### src/rtl/core/ctd_pkg.sv
`default_nettype none

package ctd_pkg;

    // Field widths
    localparam int CH_W      = 4;
    localparam int COUNT_W   = 16;
    localparam int MASK_W    = 16;
    localparam int SUM_W     = 20;
    localparam int SCANS_W   = 4;
    localparam int MARGIN_W  = 16;

    // Constant divide: q = (sum * recip) >> DIV_SHIFT, exact for sum < 2^SUM_W
    localparam int DIV_SHIFT = SUM_W + SCANS_W;
    localparam int RECIP_W   = DIV_SHIFT + 1;

    localparam logic [SUM_W-1:0] SUM_MAX = '1;

    // Configuration port
    localparam int APB_ADDR_W = 3;
    localparam int APB_DATA_W = 32;
    localparam logic REG_TOUCH_MARGIN = 1'b0;   // register index, taken from paddr[2]
    localparam logic [MARGIN_W-1:0] TOUCH_MARGIN_RST = 16'd3;

    // One word on its way from the input register to the result register
    typedef struct packed {
        logic               fire;
        logic               in_range;
        logic               done;
        logic [CH_W-1:0]    ch;
        logic [COUNT_W-1:0] cnt;
    } ctd_step_t;

    // Result word
    typedef struct packed {
        logic              touched;
        logic [MASK_W-1:0] button_mask;
        logic              scan_done;
        logic              calibrating;
    } ctd_result_t;

endpackage

`default_nettype wire

### src/rtl/core/charge_time_touch_detector.sv
// A word accepted into the input register moves to the result register, which drives m_*.
// Throughput: one word per cycle; the input register and the result register
// both advance while the result side is ready.
// Reset clears the calibration sums, scan counter and button mask, and sets
// touch_margin to 3; no clearing pass, the block accepts words right after reset.
`default_nettype none

module charge_time_touch_detector
    import ctd_pkg::*;
#(
    parameter int NUM_CHANNELS = 16,
    parameter int CAL_SCANS    = 10
)
(
    input  wire logic                  clk,
    input  wire logic                  rst_n,

    input  wire logic                  psel,
    input  wire logic                  penable,
    input  wire logic                  pwrite,
    input  wire logic [APB_ADDR_W-1:0] paddr,
    input  wire logic [APB_DATA_W-1:0] pwdata,
    output logic      [APB_DATA_W-1:0] prdata,
    output logic                       pready,

    input  wire logic                  s_tvalid,
    output logic                       s_tready,
    input  wire logic [COUNT_W-1:0]    s_tdata,   // [15:0] charge_count
    input  wire logic [CH_W-1:0]       s_tuser,   // [3:0] channel

    output logic                       m_tvalid,
    input  wire logic                  m_tready,
    output logic      [MASK_W-1:0]     m_tdata,   // [15:0] button_mask
    output logic                       m_tlast,   // scan_done
    output logic      [1:0]            m_tuser    // [0] touched, [1] calibrating
);

    logic [MARGIN_W-1:0] touch_margin_reg;
    logic                cfg_wr;

    logic                in_valid_reg;
    logic                in_valid_next;
    logic [CH_W-1:0]     in_chan_reg;
    logic [COUNT_W-1:0]  in_count_reg;
    logic                out_valid_reg;
    logic                out_valid_next;
    ctd_result_t         out_res_reg;

    logic                move;
    logic                s_take;
    ctd_step_t           step;
    logic                calibrating;
    logic [COUNT_W-1:0]  baseline;
    ctd_result_t         result;

    // Configuration port
    assign pready = 1'b1;
    assign cfg_wr = psel && penable && pwrite && (paddr[2] == REG_TOUCH_MARGIN);
    assign prdata = (paddr[2] == REG_TOUCH_MARGIN) ? APB_DATA_W'(touch_margin_reg) : '0;

    always_ff @(posedge clk or negedge rst_n)
    begin
        if (!rst_n)
        begin
            touch_margin_reg <= TOUCH_MARGIN_RST;
        end
        else if (cfg_wr)
        begin
            touch_margin_reg <= pwdata[MARGIN_W-1:0];
        end
    end

    // Handshake: word moves from input register to result register
    assign move     = in_valid_reg && (!out_valid_reg || m_tready);
    assign s_tready = !in_valid_reg || move;
    assign s_take   = s_tvalid && s_tready;

    assign in_valid_next  = s_take ? 1'b1 : (move ? 1'b0 : in_valid_reg);
    assign out_valid_next = move ? 1'b1 : (m_tready ? 1'b0 : out_valid_reg);

    always_ff @(posedge clk or negedge rst_n)
    begin
        if (!rst_n)
        begin
            in_valid_reg  <= 1'b0;
            out_valid_reg <= 1'b0;
        end
        else
        begin
            in_valid_reg  <= in_valid_next;
            out_valid_reg <= out_valid_next;
        end
    end

    // Payload registers
    always_ff @(posedge clk)
    begin
        if (s_take)
        begin
            in_chan_reg  <= s_tuser;
            in_count_reg <= s_tdata;
        end
        if (move)
        begin
            out_res_reg <= result;
        end
    end

    // Step decode
    always_comb
    begin
        step.fire     = move;
        step.in_range = ((CH_W+1)'(in_chan_reg) < (CH_W+1)'(NUM_CHANNELS));
        step.done     = step.in_range &&
                        ((CH_W+1)'(in_chan_reg) == (CH_W+1)'(NUM_CHANNELS - 1));
        step.ch       = in_chan_reg;
        step.cnt      = in_count_reg;
    end

    ctd_baseline #(
        .NUM_CHANNELS (NUM_CHANNELS),
        .CAL_SCANS    (CAL_SCANS)
    ) u_baseline (
        .clk         (clk),
        .rst_n       (rst_n),
        .step        (step),
        .calibrating (calibrating),
        .baseline    (baseline)
    );

    ctd_detect u_detect (
        .clk          (clk),
        .rst_n        (rst_n),
        .step         (step),
        .calibrating  (calibrating),
        .baseline     (baseline),
        .touch_margin (touch_margin_reg),
        .result       (result)
    );

    // Output side
    assign m_tvalid   = out_valid_reg;
    assign m_tdata    = out_res_reg.button_mask;
    assign m_tlast    = out_res_reg.scan_done;
    assign m_tuser[0] = out_res_reg.touched;
    assign m_tuser[1] = out_res_reg.calibrating;

    // No touch is reported while calibrating
    assert property (@(posedge clk) disable iff (!rst_n)
        m_tvalid && m_tuser[0] |-> !m_tuser[1])
        else $error("touch reported during calibration");

    // Mask stays clear during calibration
    assert property (@(posedge clk) disable iff (!rst_n)
        m_tvalid && m_tuser[1] |-> (m_tdata == '0))
        else $error("button mask set during calibration");

endmodule

`default_nettype wire

### src/rtl/core/ctd_baseline.sv
`default_nettype none

module ctd_baseline
    import ctd_pkg::*;
#(
    parameter int NUM_CHANNELS = 16,
    parameter int CAL_SCANS    = 10
)
(
    input  wire logic               clk,
    input  wire logic               rst_n,
    input  wire ctd_step_t          step,
    output logic                    calibrating,
    output logic [COUNT_W-1:0]      baseline
);

    localparam int IDX_W = (NUM_CHANNELS > 1) ? $clog2(NUM_CHANNELS) : 1;
    localparam logic [RECIP_W-1:0] RECIP =
        RECIP_W'(((64'd1 << DIV_SHIFT) + 64'(CAL_SCANS) - 64'd1) / 64'(CAL_SCANS));

    logic [SUM_W-1:0]         cal_sum_reg [NUM_CHANNELS];
    logic [SCANS_W-1:0]       scans_reg;
    logic [IDX_W-1:0]         idx;
    logic [SUM_W-1:0]         sum_rd;
    logic [SUM_W:0]           sum_add;
    logic [SUM_W-1:0]         sum_next;
    logic [SUM_W+RECIP_W-1:0] product;
    logic [SUM_W-1:0]         quot;

    assign calibrating = (scans_reg < SCANS_W'(CAL_SCANS));

    // Channel read port; out-of-range channels park on entry 0
    assign idx    = step.in_range ? step.ch[IDX_W-1:0] : '0;
    assign sum_rd = cal_sum_reg[idx];

    // Saturating accumulate
    assign sum_add  = (SUM_W+1)'(sum_rd) + (SUM_W+1)'(step.cnt);
    assign sum_next = sum_add[SUM_W] ? SUM_MAX : sum_add[SUM_W-1:0];

    // Baseline = sum / CAL_SCANS, saturated to count width.
    // Sums freeze once calibration ends, so the quotient is taken on read.
    assign product  = (SUM_W+RECIP_W)'(sum_rd) * (SUM_W+RECIP_W)'(RECIP);
    assign quot     = product[DIV_SHIFT +: SUM_W];
    assign baseline = (|quot[SUM_W-1:COUNT_W]) ? '1 : quot[COUNT_W-1:0];

    // Sum store and scan counter
    always_ff @(posedge clk or negedge rst_n)
    begin
        if (!rst_n)
        begin
            for (int i = 0; i < NUM_CHANNELS; i++)
            begin
                cal_sum_reg[i] <= '0;
            end
            scans_reg <= '0;
        end
        else if (step.fire && step.in_range && calibrating)
        begin
            cal_sum_reg[idx] <= sum_next;
            if (step.done)
            begin
                scans_reg <= scans_reg + SCANS_W'(1);
            end
        end
    end

    // Counter never passes the calibration length
    assert property (@(posedge clk) disable iff (!rst_n)
        scans_reg <= SCANS_W'(CAL_SCANS))
        else $error("scan counter ran past calibration length");

    // Calibration ends once and for all
    assert property (@(posedge clk) disable iff (!rst_n)
        !calibrating |=> !calibrating)
        else $error("calibration restarted");

endmodule

`default_nettype wire

### src/rtl/core/ctd_detect.sv
`default_nettype none

module ctd_detect
    import ctd_pkg::*;
(
    input  wire logic                clk,
    input  wire logic                rst_n,
    input  wire ctd_step_t           step,
    input  wire logic                calibrating,
    input  wire logic [COUNT_W-1:0]  baseline,
    input  wire logic [MARGIN_W-1:0] touch_margin,
    output ctd_result_t              result
);

    logic [MASK_W-1:0]  scan_mask_reg;
    logic [MASK_W-1:0]  mask_base;
    logic [MASK_W-1:0]  scan_mask_next;
    logic [COUNT_W-1:0] diff;
    logic               hit;

    // Channel 0 opens a new scan
    assign mask_base = (step.in_range && (step.ch == '0)) ? '0 : scan_mask_reg;

    // Absolute deviation from the channel baseline
    assign diff = (step.cnt >= baseline) ? (step.cnt - baseline) : (baseline - step.cnt);
    assign hit  = step.in_range && !calibrating && (diff > touch_margin);

    assign scan_mask_next = mask_base | (hit ? (MASK_W'(1) << step.ch) : '0);

    always_ff @(posedge clk or negedge rst_n)
    begin
        if (!rst_n)
        begin
            scan_mask_reg <= '0;
        end
        else if (step.fire)
        begin
            scan_mask_reg <= scan_mask_next;
        end
    end

    // Result word
    always_comb
    begin
        result.touched     = hit;
        result.button_mask = scan_mask_next;
        result.scan_done   = step.done;
        result.calibrating = calibrating;
    end

endmodule

`default_nettype wire

### config.mk
export PLATFORM = sky130hd
export DESIGN_NAME = charge_time_touch_detector
export DESIGN_NICKNAME = d
export VERILOG_FILES = /design/src/rtl/core/ctd_pkg.sv /design/src/rtl/core/charge_time_touch_detector.sv /design/src/rtl/core/ctd_baseline.sv /design/src/rtl/core/ctd_detect.sv
export SDC_FILE = /design/constraint.sdc
export NUM_CORES = 1
export LEC_CHECK = 0
export ABC_AREA = 1
export ABC_CLOCK_PERIOD_IN_PS = 18600
export BUFFER_PORTS_ARGS = -buffer_cell sky130_fd_sc_hd__buf_2
export CORE_ASPECT_RATIO = 0.6
export CORE_MARGIN = 4
export CORE_UTILIZATION = 25
export DETAILED_ROUTE_END_ITERATION = 10
export GPL_TIMING_DRIVEN = 1
export HOLD_SLACK_MARGIN = 0.12
export PLACE_DENSITY = 0.42
export SYNTH_ARGS = -nofsm -noshare
export SYNTH_HDL_FRONTEND = slang
export SYNTH_SLANG_ARGS = --single-unit
### constraint.sdc
create_clock -name clk -period 18.6 [get_ports clk]
set_clock_uncertainty 0.15 [all_clocks]
set_input_delay 1.86 -clock clk [delete_from_list [all_inputs] [get_ports clk]]
set_output_delay 1.86 -clock clk [all_outputs]
set_load 0.02 [all_outputs]
==> impl_results.md, run 1 <==
* Total Negative Setup Slacks at 0 ns
* Number of top-level pins at 116
* WS Path Type: flop to flop
* Area used by sequential logic in the layout at 10100 sq um
* Setup crit end kind: flop
* Wire length reported by the detailed router at 91900 microns
* Most prevalent standard cell on the critical path: sky130_fd_sc_hd__nand2_1
* Data required time at the worst endpoint at 18.90 ns
* Post-detailed-route DRC marker count at 0
* Most frequently used cell type in the post-synthesis netlist: sky130_fd_sc_hd__nand2_1
* CTS root buffer: sky130_fd_sc_hd__clkbuf_16
* Number of buffers created by CTS at 46
* Antenna Nets Post-Route at 0
* Filler cell count in the final layout at 11.9k
* Average instance area after synthesis at 8.37 sq um
* Core region area at 110000 sq um
* Final core utilization at 28.6%
* Number of synthesized register bits at 397
* Maximum clock rate at 0.0680 GHz
* Max Transition Viols Final at 0
* Number of vias per cell at 4.45
* Post-detail-place hpwl at 67100 microns
* Count of max-cap constraint violations at 0
* Largest net degree at the start of global routing at 96
* Final period utilization at 79.0%
* Fraction of layout instances using a drive strength above 1 at 7.82%
* Max reg flops at 320
* Top cells by area, synth: sky130_fd_sc_hd__dfrtp_1, sky130_fd_sc_hd__ha_1, sky130_fd_sc_hd__fa_1
* Pin slew with the least headroom to its limit at 1.09 ns
* Sink Count at 397
* Global placement routability congestion at 0.855
* Buffer count from post-CTS setup fixing at 0
* Detailed-router iteration count before antenna repair at 5
* Yosys warns at 0
* Type of origin of the critical path: flop
* Design Area, Final at 31400 sq um
* Via count of the first global-routing pass at 21.0k
* Most instantiated cells after synthesis: sky130_fd_sc_hd__nand2_1, sky130_fd_sc_hd__inv_1, sky130_fd_sc_hd__o21ai_0
* Number of nets in the finished design at 3815
* Number of unique standard cell types used by synthesis at 56
* Class of the tightest hold or removal check: flop to flop
* Cell Area, Synth at 27700 sq um
* CTS tree: built
* Tightest hold margin at 0.317 ns
* Total congestion overflow at 0
* Cell type contributing the most total cell area after synthesis: sky130_fd_sc_hd__dfrtp_1
* Antenna violations before repair at 4
* Count of standard-cell rows at 94
* GR Util All Layers at 15.7%
* Growth of design area from synthesis to finish at 13.2%
* Critical path data arrival time at 14.99 ns
* Count of routing violations after the opening detailed-route iteration at 1608
* First-pass GRT wire length at 139000 microns
* Clock input transition at the sequential cells of the worst setup and hold paths at 0.06 ns
* Unrepaired setup endpoints after global routing: no
* Maximum root-to-sink buffer count at 3
* Result of the run: finished, final reports clean
* Maximum level of the CTS H-tree at 2
* Clock insertion delay at the later pin of the skew report at 0.62 ns
* Shortest period the worst path allows at 14.70 ns
* Total count of hold-check failures in the final report at 0
* Resize count post-CTS at 0
* Die height at 266 microns
* Critical path fanouts, max at 29
* Via count at 21.7k
* Max-slew headroom at the worst pin at 27.2%
* Average wire per standard cell at 18.8 microns
* Instance area after placement at 29800 sq um
* Async S/R FF share, synth at 90.2%
* Share of the synthesized area in the top cell type at 32.1%
* Final setup violation count at 0
* CTS Hold Bufs at 0
* Floorplan die width at 438 microns
* Post-synth top flop: sky130_fd_sc_hd__dfrtp_1
* Area occupied by multi-input gates at 14900 sq um
* EDFF count, synth at 39
* Sequential element share of the synthesized area at 36.6%
* Largest stage delay, worst path at 0.82 ns
* Synthesized instance count at 3313
* Starting density of the core at 25.2%
* Port-buffer cells at 80
* Floorplan die area at 116000 sq um
* Slowest cell on the critical path: sky130_fd_sc_hd__edfxtp_1
==> final timing paths <==
kind	startpoint	endpoint	slack (ns)	depth (start not counted)
worst min-delay path	u_baseline.scans_reg[3]	u_baseline.scans_reg[3]	0.32	1
min in group asynchronous	rst_n	u_baseline.cal_sum_reg[252]	1.09	1
worst min register to register	u_baseline.scans_reg[3]	u_baseline.scans_reg[3]	0.32	1
max in group asynchronous	rst_n	u_baseline.cal_sum_reg[129]	13.98	4
worst max-delay path	in_chan_reg[1]	u_detect.scan_mask_reg[10]	3.90	49
worst max register to register	in_chan_reg[1]	u_detect.scan_mask_reg[10]	3.90	49
==> placed cells by master (no fill, tap or decap), types with 4 or more instances in the layout <==
| master | count |
|---|---|
| sky130_fd_sc_hd__clkinv_2 | 4 |
| sky130_fd_sc_hd__nand2_1 | 672 |
| sky130_fd_sc_hd__nand3_1 | 39 |
| sky130_fd_sc_hd__o21ai_1 | 18 |
| sky130_fd_sc_hd__o21ai_0 | 414 |
| sky130_fd_sc_hd__xnor2_1 | 16 |
| sky130_fd_sc_hd__nor2_2 | 21 |
| sky130_fd_sc_hd__nand3_2 | 5 |
| sky130_fd_sc_hd__edfxtp_1 | 39 |
| sky130_fd_sc_hd__a21o_1 | 15 |
| sky130_fd_sc_hd__a31oi_1 | 12 |
| sky130_fd_sc_hd__inv_1 | 573 |
| sky130_fd_sc_hd__clkinv_1 | 6 |
| sky130_fd_sc_hd__mux2i_1 | 4 |
| sky130_fd_sc_hd__a22oi_1 | 49 |
| sky130_fd_sc_hd__clkbuf_16 | 46 |
| sky130_fd_sc_hd__xor2_1 | 40 |
| sky130_fd_sc_hd__o21bai_1 | 4 |
| sky130_fd_sc_hd__inv_2 | 12 |
| sky130_fd_sc_hd__o2111ai_1 | 5 |
| sky130_fd_sc_hd__a21oi_1 | 115 |
| sky130_fd_sc_hd__o22ai_1 | 111 |
| sky130_fd_sc_hd__or2_2 | 6 |
| sky130_fd_sc_hd__conb_1 | 17 |
| sky130_fd_sc_hd__fa_1 | 132 |
| sky130_fd_sc_hd__o21a_1 | 10 |
| sky130_fd_sc_hd__clkbuf_1 | 11 |
| sky130_fd_sc_hd__nor2_4 | 13 |
| sky130_fd_sc_hd__bufinv_16 | 5 |
| sky130_fd_sc_hd__nand4_1 | 27 |
| sky130_fd_sc_hd__clkbuf_8 | 8 |
| sky130_fd_sc_hd__buf_4 | 43 |
| sky130_fd_sc_hd__a211oi_1 | 4 |
| sky130_fd_sc_hd__nand2_2 | 4 |
| sky130_fd_sc_hd__dfrtp_1 | 356 |
| sky130_fd_sc_hd__nor2_1 | 136 |
| sky130_fd_sc_hd__buf_2 | 79 |
| sky130_fd_sc_hd__ha_1 | 270 |
| sky130_fd_sc_hd__nor3_1 | 9 |
| sky130_fd_sc_hd__o21ai_2 | 4 |
==> worst max-delay path: cells and delay by family, from the launching register on <==
family	cells	cell delay [ns]
AOI/OAI and AO/OA	16	3.63
xor gates and xnor gates	1	0.12
DFF	1	0.82
buffers and inverters	8	1.55
and+or+nand+nor	14	3.53
adders and majority gates	10	4.69
==> area by class of cell <==
cell class / instances / area share [%]
Sequential cell: 397 / 32.3
Timing Repair Buffer: 123 / 2.34
Multi-Input combinational cell: 2197 / 47.3
Clock buffer: 65 / 4.15
Clock inverter: 21 / 0.961
Tap cell: 1488 / 5.93
Antenna cell: 1 / 0.00797
Inverter: 586 / 7.02
==> metrics by stage <==
stage / instances / worst slack (ns)
finish: 4878 / 3.90
global route: 4878 / 2.94
CTS: 4877 / 4.02
detailed placement: 4791 / 4.10
global placement: 4791 / 4.09
floorplan: 3328 / 7.62
==> layer usage <==
metal | vias to the layer above | wire length, microns | track usage [%]
li1 | 10763 | - | -
met1 | 10279 | 49800 | 25.8
met2 | 575 | 33900 | 20.2
met3 | 85 | 6680 | 3.60
met4 | 0 | 1590 | 2.81
met5 | - | 0 | 0
==> kinds of logic (layout without fill, tap and decap cells) <==
| group | after synthesis | count (layout) | share of synthesized area, % |
|---|---|---|---|
| simple gates | 943 | 943 | 13.8 |
| compound gates | 775 | 775 | 15.6 |
| buf+inv | 734 | 795 | 10.4 |
| fa+ha+maj | 402 | 402 | 21.7 |
| flops | 397 | 397 | 36.6 |
| xor+xnor | 56 | 56 | 1.77 |
| mux | 4 | 4 | 0.144 |
| other cells | 2 | 18 | 0.0271 |
Power of run 1 is left out: the tool's default activity adds up to more than one toggle a clock period on the data nets, which glitch-free logic cannot reach.
==> inputs of run 2 (changes only) <==
ABC_AREA = 0   (was 1)
ABC_CLOCK_PERIOD_IN_PS = 14600   (was 18600)
clock period = 14.6 ns   (was 18.6 ns; I/O delays follow)
==> run 2 against run 1 <==
  * Maximum frequency is 3.9% higher
  * Synthesized cell count is 23% lower
  * Worst setup slack worse by 3.5 ns
  * Register-to-register slack worse by 3.5 ns
  * Cell count is 17% lower
  * Critical endpoint is now m_tdata[2]
  * Highest routed layer is now met5
==> impl_results.md, run 2 <==
* Clock insertion delay at the later pin of the skew report at 0.59 ns (was 0.62 ns)
* Type of origin of the critical path: flop (unchanged)
* Async S/R FF share, synth at 90.2% (unchanged)
* Register-to-Register Setup Slack at 0.45 ns (was 3.90 ns)
* Worst hold path endpoint: u_baseline.cal_sum_reg[300] (was u_baseline.scans_reg[3])
* Result of the run: finished, final reports clean (unchanged)
* Cell count of the worst hold path at 2 (was 1)
* Count of standard-cell rows at 92 (was 94)
* Synthesized instance count at 2563 (was 3313)
* Die height at 262 microns (was 266 microns)
* Max Transition Viols Final at 0 (unchanged)
* Detailed-router iteration count before antenna repair at 5 (unchanged)
* Shortest period the worst path allows at 14.15 ns (was 14.70 ns)
* Largest net degree at the start of global routing at 171 (was 96)
* CTS root buffer: sky130_fd_sc_hd__clkbuf_16 (unchanged)
* Number of synthesized register bits at 397 (unchanged)
* Maximum level of the CTS H-tree at 2 (unchanged)
* Sink Count at 397 (unchanged)
* Via count of the first global-routing pass at 19.8k (was 21.0k)
* EDFF count, synth at 39 (unchanged)
* Maximum clock rate at 0.0707 GHz (was 0.0680 GHz)
* Port-buffer cells at 80 (unchanged)
* WS Path Type: flop to flop (unchanged)
* Maximum root-to-sink buffer count at 3 (unchanged)
* Endpoint of the most critical register-to-register path: m_tdata[2] (was u_detect.scan_mask_reg[10])
* Fraction of layout instances using a drive strength above 1 at 14.6% (was 7.82%)
* Setup crit end kind: flop (unchanged)
* Total Negative Setup Slacks at 0 ns (unchanged)
* Antenna violations before repair at 1 (was 4)
* Hold_sp: u_baseline.cal_sum_reg[300] (was u_baseline.scans_reg[3])
* Top cells by area, synth: sky130_fd_sc_hd__dfrtp_1, sky130_fd_sc_hd__ha_1, sky130_fd_sc_hd__fa_1 (unchanged)
* CTS tree: built (unchanged)
* Total count of hold-check failures in the final report at 0 (unchanged)
* Max-slew headroom at the worst pin at 11.7% (was 27.2%)
* Number of unique standard cell types used by synthesis at 67 (was 56)
* Wire length reported by the detailed router at 86700 microns (was 91900 microns)
* Average instance area after synthesis at 10.5 sq um (was 8.37 sq um)
* Clock input transition at the sequential cells of the worst setup and hold paths at 0.07 ns (was 0.06 ns)
* GR Util All Layers at 15.1% (was 15.7%)
* Pin slew with the least headroom to its limit at 1.29 ns (was 1.09 ns)
* Number of buffers created by CTS at 41 (was 46)
* Via count at 19.4k (was 21.7k)
* Final period utilization at 96.9% (was 79.0%)
* Filler cell count in the final layout at 11.0k (was 11.9k)
* Count of routing violations after the opening detailed-route iteration at 1544 (was 1608)
* Data required time at the worst endpoint at 14.78 ns (was 18.90 ns)
* Growth of design area from synthesis to finish at 13.7% (was 13.2%)
* Final core utilization at 28.9% (was 28.6%)
* Critical path fanouts, max at 21 (was 29)
* Critical path data arrival time at 14.32 ns (was 14.99 ns)
* Average wire per standard cell at 21.3 microns (was 18.8 microns)
* Floorplan die width at 432 microns (was 438 microns)
* Starting density of the core at 25.4% (was 25.2%)
* Antenna Nets Post-Route at 0 (unchanged)
* Share of the synthesized area in the top cell type at 33.1% (was 32.1%)
* Design Area, Final at 30600 sq um (was 31400 sq um)
* Number of top-level pins at 116 (unchanged)
* Total congestion overflow at 0 (unchanged)
* Cell Area, Synth at 26900 sq um (was 27700 sq um)
* Post-detailed-route DRC marker count at 0 (unchanged)
* Buffers and inverters on the worst path at 7 (was 8)
* Number of vias per cell at 4.78 (was 4.45)
* Cell type contributing the most total cell area after synthesis: sky130_fd_sc_hd__dfrtp_1 (unchanged)
* Max reg flops at 320 (unchanged)
* Post-synth top flop: sky130_fd_sc_hd__dfrtp_1 (unchanged)
* Leading cell types in the layout, fill and taps excluded: sky130_fd_sc_hd__dfrtp_1, sky130_fd_sc_hd__nor2_1, sky130_fd_sc_hd__a21oi_1, sky130_fd_sc_hd__ha_1, sky130_fd_sc_hd__inv_1 (was sky130_fd_sc_hd__nand2_1, sky130_fd_sc_hd__inv_1, sky130_fd_sc_hd__o21ai_0, sky130_fd_sc_hd__dfrtp_1, sky130_fd_sc_hd__ha_1)
* Yosys warns at 0 (unchanged)
* Final Worst Setup Slack at 0.451 ns (was 3.90 ns)
* Most instantiated cells after synthesis: sky130_fd_sc_hd__dfrtp_1, sky130_fd_sc_hd__nor2_1, sky130_fd_sc_hd__a21oi_1 (was sky130_fd_sc_hd__nand2_1, sky130_fd_sc_hd__inv_1, sky130_fd_sc_hd__o21ai_0)
* First-pass GRT wire length at 128000 microns (was 139000 microns)
* Sequential element share of the synthesized area at 37.6% (was 36.6%)
* Most common cell after layout, fill and taps aside: sky130_fd_sc_hd__dfrtp_1 (was sky130_fd_sc_hd__nand2_1)
* Post-detail-place hpwl at 62000 microns (was 67100 microns)
* Delay-heaviest family, CP: adder cells (unchanged)
* Number of cells on the worst reg-to-reg path at 46 (was 49)
* DP Worst Slack at 0.552 ns (was 4.10 ns)
* Beginning of the worst register-to-register path: in_chan_reg[0] (was in_chan_reg[1])
* Largest stage delay, worst path at 0.72 ns (was 0.82 ns)
* Slowest cell on the critical path: sky130_fd_sc_hd__mux4_2 (was sky130_fd_sc_hd__edfxtp_1)
* Unrepaired setup endpoints after global routing: no (unchanged)
* Number of nets in the finished design at 3083 (was 3815)
* Final setup violation count at 0 (unchanged)
* Instance area after placement at 29200 sq um (was 29800 sq um)
* Most frequently used cell type in the post-synthesis netlist: sky130_fd_sc_hd__dfrtp_1 (was sky130_fd_sc_hd__nand2_1)
* Class of the tightest hold or removal check: flop to flop (unchanged)
* Core region area at 106000 sq um (was 110000 sq um)
* Global placement routability congestion at 0.852 (was 0.855)
* Count of max-cap constraint violations at 0 (unchanged)
* Floorplan die area at 113000 sq um (was 116000 sq um)
* Most prevalent standard cell on the critical path: sky130_fd_sc_hd__a21o_1 (was sky130_fd_sc_hd__nand2_1)
run 2: worst max path at each step:
stage,start,to,slack (ns),cells past startpoint
after floorplan,in_chan_reg[1],m_tdata[11],1.43,55
after global placement,in_chan_reg[0],u_detect.scan_mask_reg[14],0.61,47
after detailed placement,in_chan_reg[0],u_detect.scan_mask_reg[14],0.55,47
after CTS,in_chan_reg[0],u_detect.scan_mask_reg[14],0.50,47
after global routing,in_chan_reg[0],u_detect.scan_mask_reg[2],0.05,46
final,in_chan_reg[0],m_tdata[2],0.45,46
run 2: what timing repair did:
item,CTS,global route
resized for setup,0,5
buffers inserted,0,9
setup endpoints to repair,0,33
hold buffers,0,0
run 2: per-stage QoR:
stage                     hold slack (ns)  instances
after floorplan                     0.280       2578
after global placement              0.296       3976
after detailed placement            0.319       3976
after CTS                           0.334       4050
after global routing                0.355       4060
final                               0.330       4062
run 2: kinds of logic after synthesis:
kind of cell,synth area share [%]
buffers and inverters,5.89
multiplexers,10.0
AO/OA/AOI/OAI,13.0
flip-flops,37.6
other,0.0279
AND/OR/NAND/NOR,9.17
adder cells (fa/ha/maj),22.4
XOR/XNOR,1.96
run 2: cell type report:
class | instances | area [sq um] | area share, %
Inverter | 251 | 942 | 3.08
Clock inverter | 19 | 166 | 0.544
Clock buffer | 55 | 1140 | 3.72
Multi-Input combinational cell | 1782 | 15400 | 50.4
Sequential cell | 397 | 10100 | 33.1
Tap cell | 1410 | 1760 | 5.76
Antenna cell | 2 | 5.00 | 0.0164
Timing Repair Buffer | 146 | 1040 | 3.41
run 2: worst min-delay path, cell delays in order, from the launching register on:
cell	delay [ns]
sky130_fd_sc_hd__dfrtp_1	0.34
sky130_fd_sc_hd__nand2_1	0.05
sky130_fd_sc_hd__o21ai_0	0.06
run 2: routing by layer:
metal | part of all wire (%) | wire (microns) | track usage [%] | vias to the layer above
met3 | 9.5 | 8280 | 4.97 | 88
li1 | - | - | - | 8945
met4 | 1.6 | 1400 | 2.68 | 2
met2 | 37 | 32500 | 19.9 | 546
met1 | 51 | 44500 | 23.6 | 9837
met5 | 0.015 | 13 | 0 | -
Power of run 2 is left out for the same reason.
==> inputs of run 3 (changes only) <==
CORE_MARGIN = 3   (was 4)
==> run 3 against run 2 <==
  * Maximum frequency is 2.6% higher
  * Routed wire length fell by 1.3%
  * Critical endpoint unchanged
  * Via count barely moved
  * Utilization down 0.072 points
  * Global-route usage increased by 0.19 points
  * Critical path depth fell by 1
  * First-iteration DRC count rose by 7.7%
==> impl_results.md, run 3 (same netlist as run 2, synthesis figures left out) <==
* Class of the tightest hold or removal check: flop to flop (unchanged)
* Starting density of the core at 25.4% (unchanged)
* Critical path data arrival time at 13.96 ns (was 14.32 ns)
* Sink Count at 397 (unchanged)
* Shortest period the worst path allows at 13.79 ns (was 14.15 ns)
* Via count of the first global-routing pass at 19.7k (was 19.8k)
* Peak-usage layer in the global routing report: met1 (unchanged)
* Pin slew with the least headroom to its limit at 1.23 ns (was 1.29 ns)
* Most common cell after layout, fill and taps aside: sky130_fd_sc_hd__dfrtp_1 (unchanged)
* Fraction of layout instances using a drive strength above 1 at 14.4% (was 14.6%)
* CTS tree: built (unchanged)
* Wire length reported by the detailed router at 85600 microns (was 86700 microns)
* Grt met1 use at 24.4% (was 23.6%)
* Filler cell count in the final layout at 11.0k (unchanged)
* First-pass GRT wire length at 129000 microns (was 128000 microns)
* Number of nets in the finished design at 3075 (was 3083)
* Stages on the worst setup path at 45 (was 46)
* Layout Cells excl Fill at 4053 (was 4062)
* Number of top-level pins at 116 (unchanged)
* Max reg flops at 320 (unchanged)
* Via count at 19.4k (about the same)
* Number of inserted diodes at 0 (was 2)
* Post-detail-place hpwl at 62400 microns (was 62000 microns)
* Number of vias per cell at 4.79 (was 4.78)
* Detailed-router iteration count before antenna repair at 5 (unchanged)
* Register-to-Register Setup Slack at 0.81 ns (was 0.45 ns)
* Number of buffers created by CTS at 40 (was 41)
* Total count of hold-check failures in the final report at 0 (unchanged)
* Final core utilization at 28.8% (was 28.9%)
* Count of standard-cell rows at 92 (unchanged)
* Beginning of the worst register-to-register path: in_chan_reg[0] (unchanged)
* Area occupied by multi-input gates at 15400 sq um (about the same)
* Total congestion overflow at 0 (unchanged)
* Die height at 260 microns (was 262 microns)
* Maximum clock rate at 0.0725 GHz (was 0.0707 GHz)
* Count of routing violations after the opening detailed-route iteration at 1663 (was 1544)
* Most prevalent standard cell on the critical path: sky130_fd_sc_hd__a21o_1 (unchanged)
* Maximum level of the CTS H-tree at 2 (unchanged)
* Maximum root-to-sink buffer count at 3 (unchanged)
* Max-slew headroom at the worst pin at 16.7% (was 11.7%)
* WS Path Type: flop to flop (unchanged)
* Worst setup path startpoint: in_chan_reg[0] (unchanged)
* Clock input transition at the sequential cells of the worst setup and hold paths at 0.06 ns (was 0.07 ns)
* Final setup violation count at 0 (unchanged)
* GR Util All Layers at 15.3% (was 15.1%)
* Leading cell types in the layout, fill and taps excluded: sky130_fd_sc_hd__dfrtp_1, sky130_fd_sc_hd__nor2_1, sky130_fd_sc_hd__a21oi_1, sky130_fd_sc_hd__ha_1, sky130_fd_sc_hd__inv_1 (unchanged)
* Delay-heaviest family, CP: compound AO/OA/AOI/OAI gates (was adder cells)
* Count of max-cap constraint violations at 0 (unchanged)
* Clock insertion delay at the later pin of the skew report at 0.61 ns (was 0.59 ns)
* Count of placed standard cells including taps at 3976 (unchanged)
* Setup crit end kind: flop (unchanged)
* CTS root buffer: sky130_fd_sc_hd__clkbuf_16 (unchanged)
* Unrepaired setup endpoints after global routing: no (unchanged)
* Global routing usage on met3 at 4.23% (was 4.97%)
* Met2 Track Usage GR at 20.0% (was 19.9%)
* Total Negative Setup Slacks at 0 ns (unchanged)
* Data required time at the worst endpoint at 14.77 ns (was 14.78 ns)
* Growth of design area from synthesis to finish at 13.4% (was 13.7%)
* Type of origin of the critical path: flop (unchanged)
* Port-buffer cells at 80 (unchanged)
* Hold_sp: u_baseline.scans_reg[3] (was u_baseline.cal_sum_reg[300])
* Average wire per standard cell at 21.1 microns (was 21.3 microns)
* Number of cells on the worst reg-to-reg path at 45 (was 46)
* Result of the run: finished, final reports clean (unchanged)
* Final period utilization at 94.4% (was 96.9%)
* Slowest cell on the critical path: sky130_fd_sc_hd__mux4_2 (unchanged)
* Endpoint of the most critical register-to-register path: m_tdata[2] (unchanged)
* Worst setup path end: m_tdata[2] (unchanged)
* Critical path fanouts, max at 30 (was 21)
* Core region area at 106000 sq um (unchanged)
* Max Transition Viols Final at 0 (unchanged)
* Post-detailed-route DRC marker count at 0 (unchanged)
* Floorplan die area at 112000 sq um (was 113000 sq um)
* Antenna Nets Post-Route at 0 (unchanged)
* Area used by sequential logic in the layout at 10100 sq um (unchanged)
* Antenna violations before repair at 2 (was 1)
* Buffers and inverters on the worst path at 6 (was 7)
* Global placement routability congestion at 0.869 (was 0.852)
* Largest net degree at the start of global routing at 98 (was 171)
* Largest stage delay, worst path at 0.70 ns (was 0.72 ns)
* Floorplan die width at 430 microns (was 432 microns)
* Tightest hold margin at 0.316 ns (was 0.330 ns)
## run 3: cell types whose count changed in the layout (fill, tap and decap cells not counted), moves of 2 or more
cell,previous run,this run
sky130_fd_sc_hd__diode_2,2,0
sky130_fd_sc_hd__a21oi_1,336,338
sky130_fd_sc_hd__clkinvlp_4,4,2
sky130_fd_sc_hd__buf_12,11,3
sky130_fd_sc_hd__clkbuf_1,8,5
sky130_fd_sc_hd__clkinv_2,7,10
sky130_fd_sc_hd__buf_4,55,57
sky130_fd_sc_hd__bufinv_16,0,4
sky130_fd_sc_hd__a21oi_2,2,0
## run 3: layer usage
metal  routed length [microns]  up-vias  share of wire [%]
li1                          -     8927                  -
met4                      1310        2                1.5
met2                     32200      589                 38
met1                     45200     9823                 53
met5                        11        -              0.013
met3                      6860       78                8.0
## run 3: how the worst min path moves through the flow
stage | to | cells after the start
floorplan | u_baseline.scans_reg[3] | 1
global placement | u_baseline.scans_reg[3] | 1
detailed placement | u_baseline.scans_reg[3] | 1
CTS | u_baseline.scans_reg[3] | 1
global route | u_baseline.scans_reg[3] | 1
finish | u_baseline.scans_reg[3] | 1
## run 3: worst reg2reg max path: cells and delay by family, from the launching register on
family                     cells  cell delay, ns
xor gates and xnor gates       2            0.56
buffers and inverters          6            0.87
and+or+nand+nor                5            1.33
adders and majority gates     10            4.38
muxes                          2            1.25
DFF                            1            0.37
AOI/OAI and AO/OA             20            4.60
## run 3: repair_timing
action,CTS,global route
resized for setup,0,4
buffers inserted,0,3
hold buffers,0,0
endpoints found under the setup margin,0,33
hold endpoints to repair,0,0
## run 3: area by class of cell
cell class | instances | share of cell area (%)
sequential | 397 | 33.2
timing repair buffer | 140 | 2.94
clock inverter | 22 | 0.926
multi-input combinational | 1781 | 50.4
clock buffer | 52 | 3.66
tap | 1410 | 5.78
inverter | 251 | 3.09
## run 3: per-stage QoR
step	setup slack, ns	instance area, sq um
floorplan	1.43	27000
global placement	0.576	29100
detailed placement	0.494	29100
CTS	0.384	30500
global route	0.0693	30500
finish	0.814	30500
Power of run 3 is left out for the same reason.
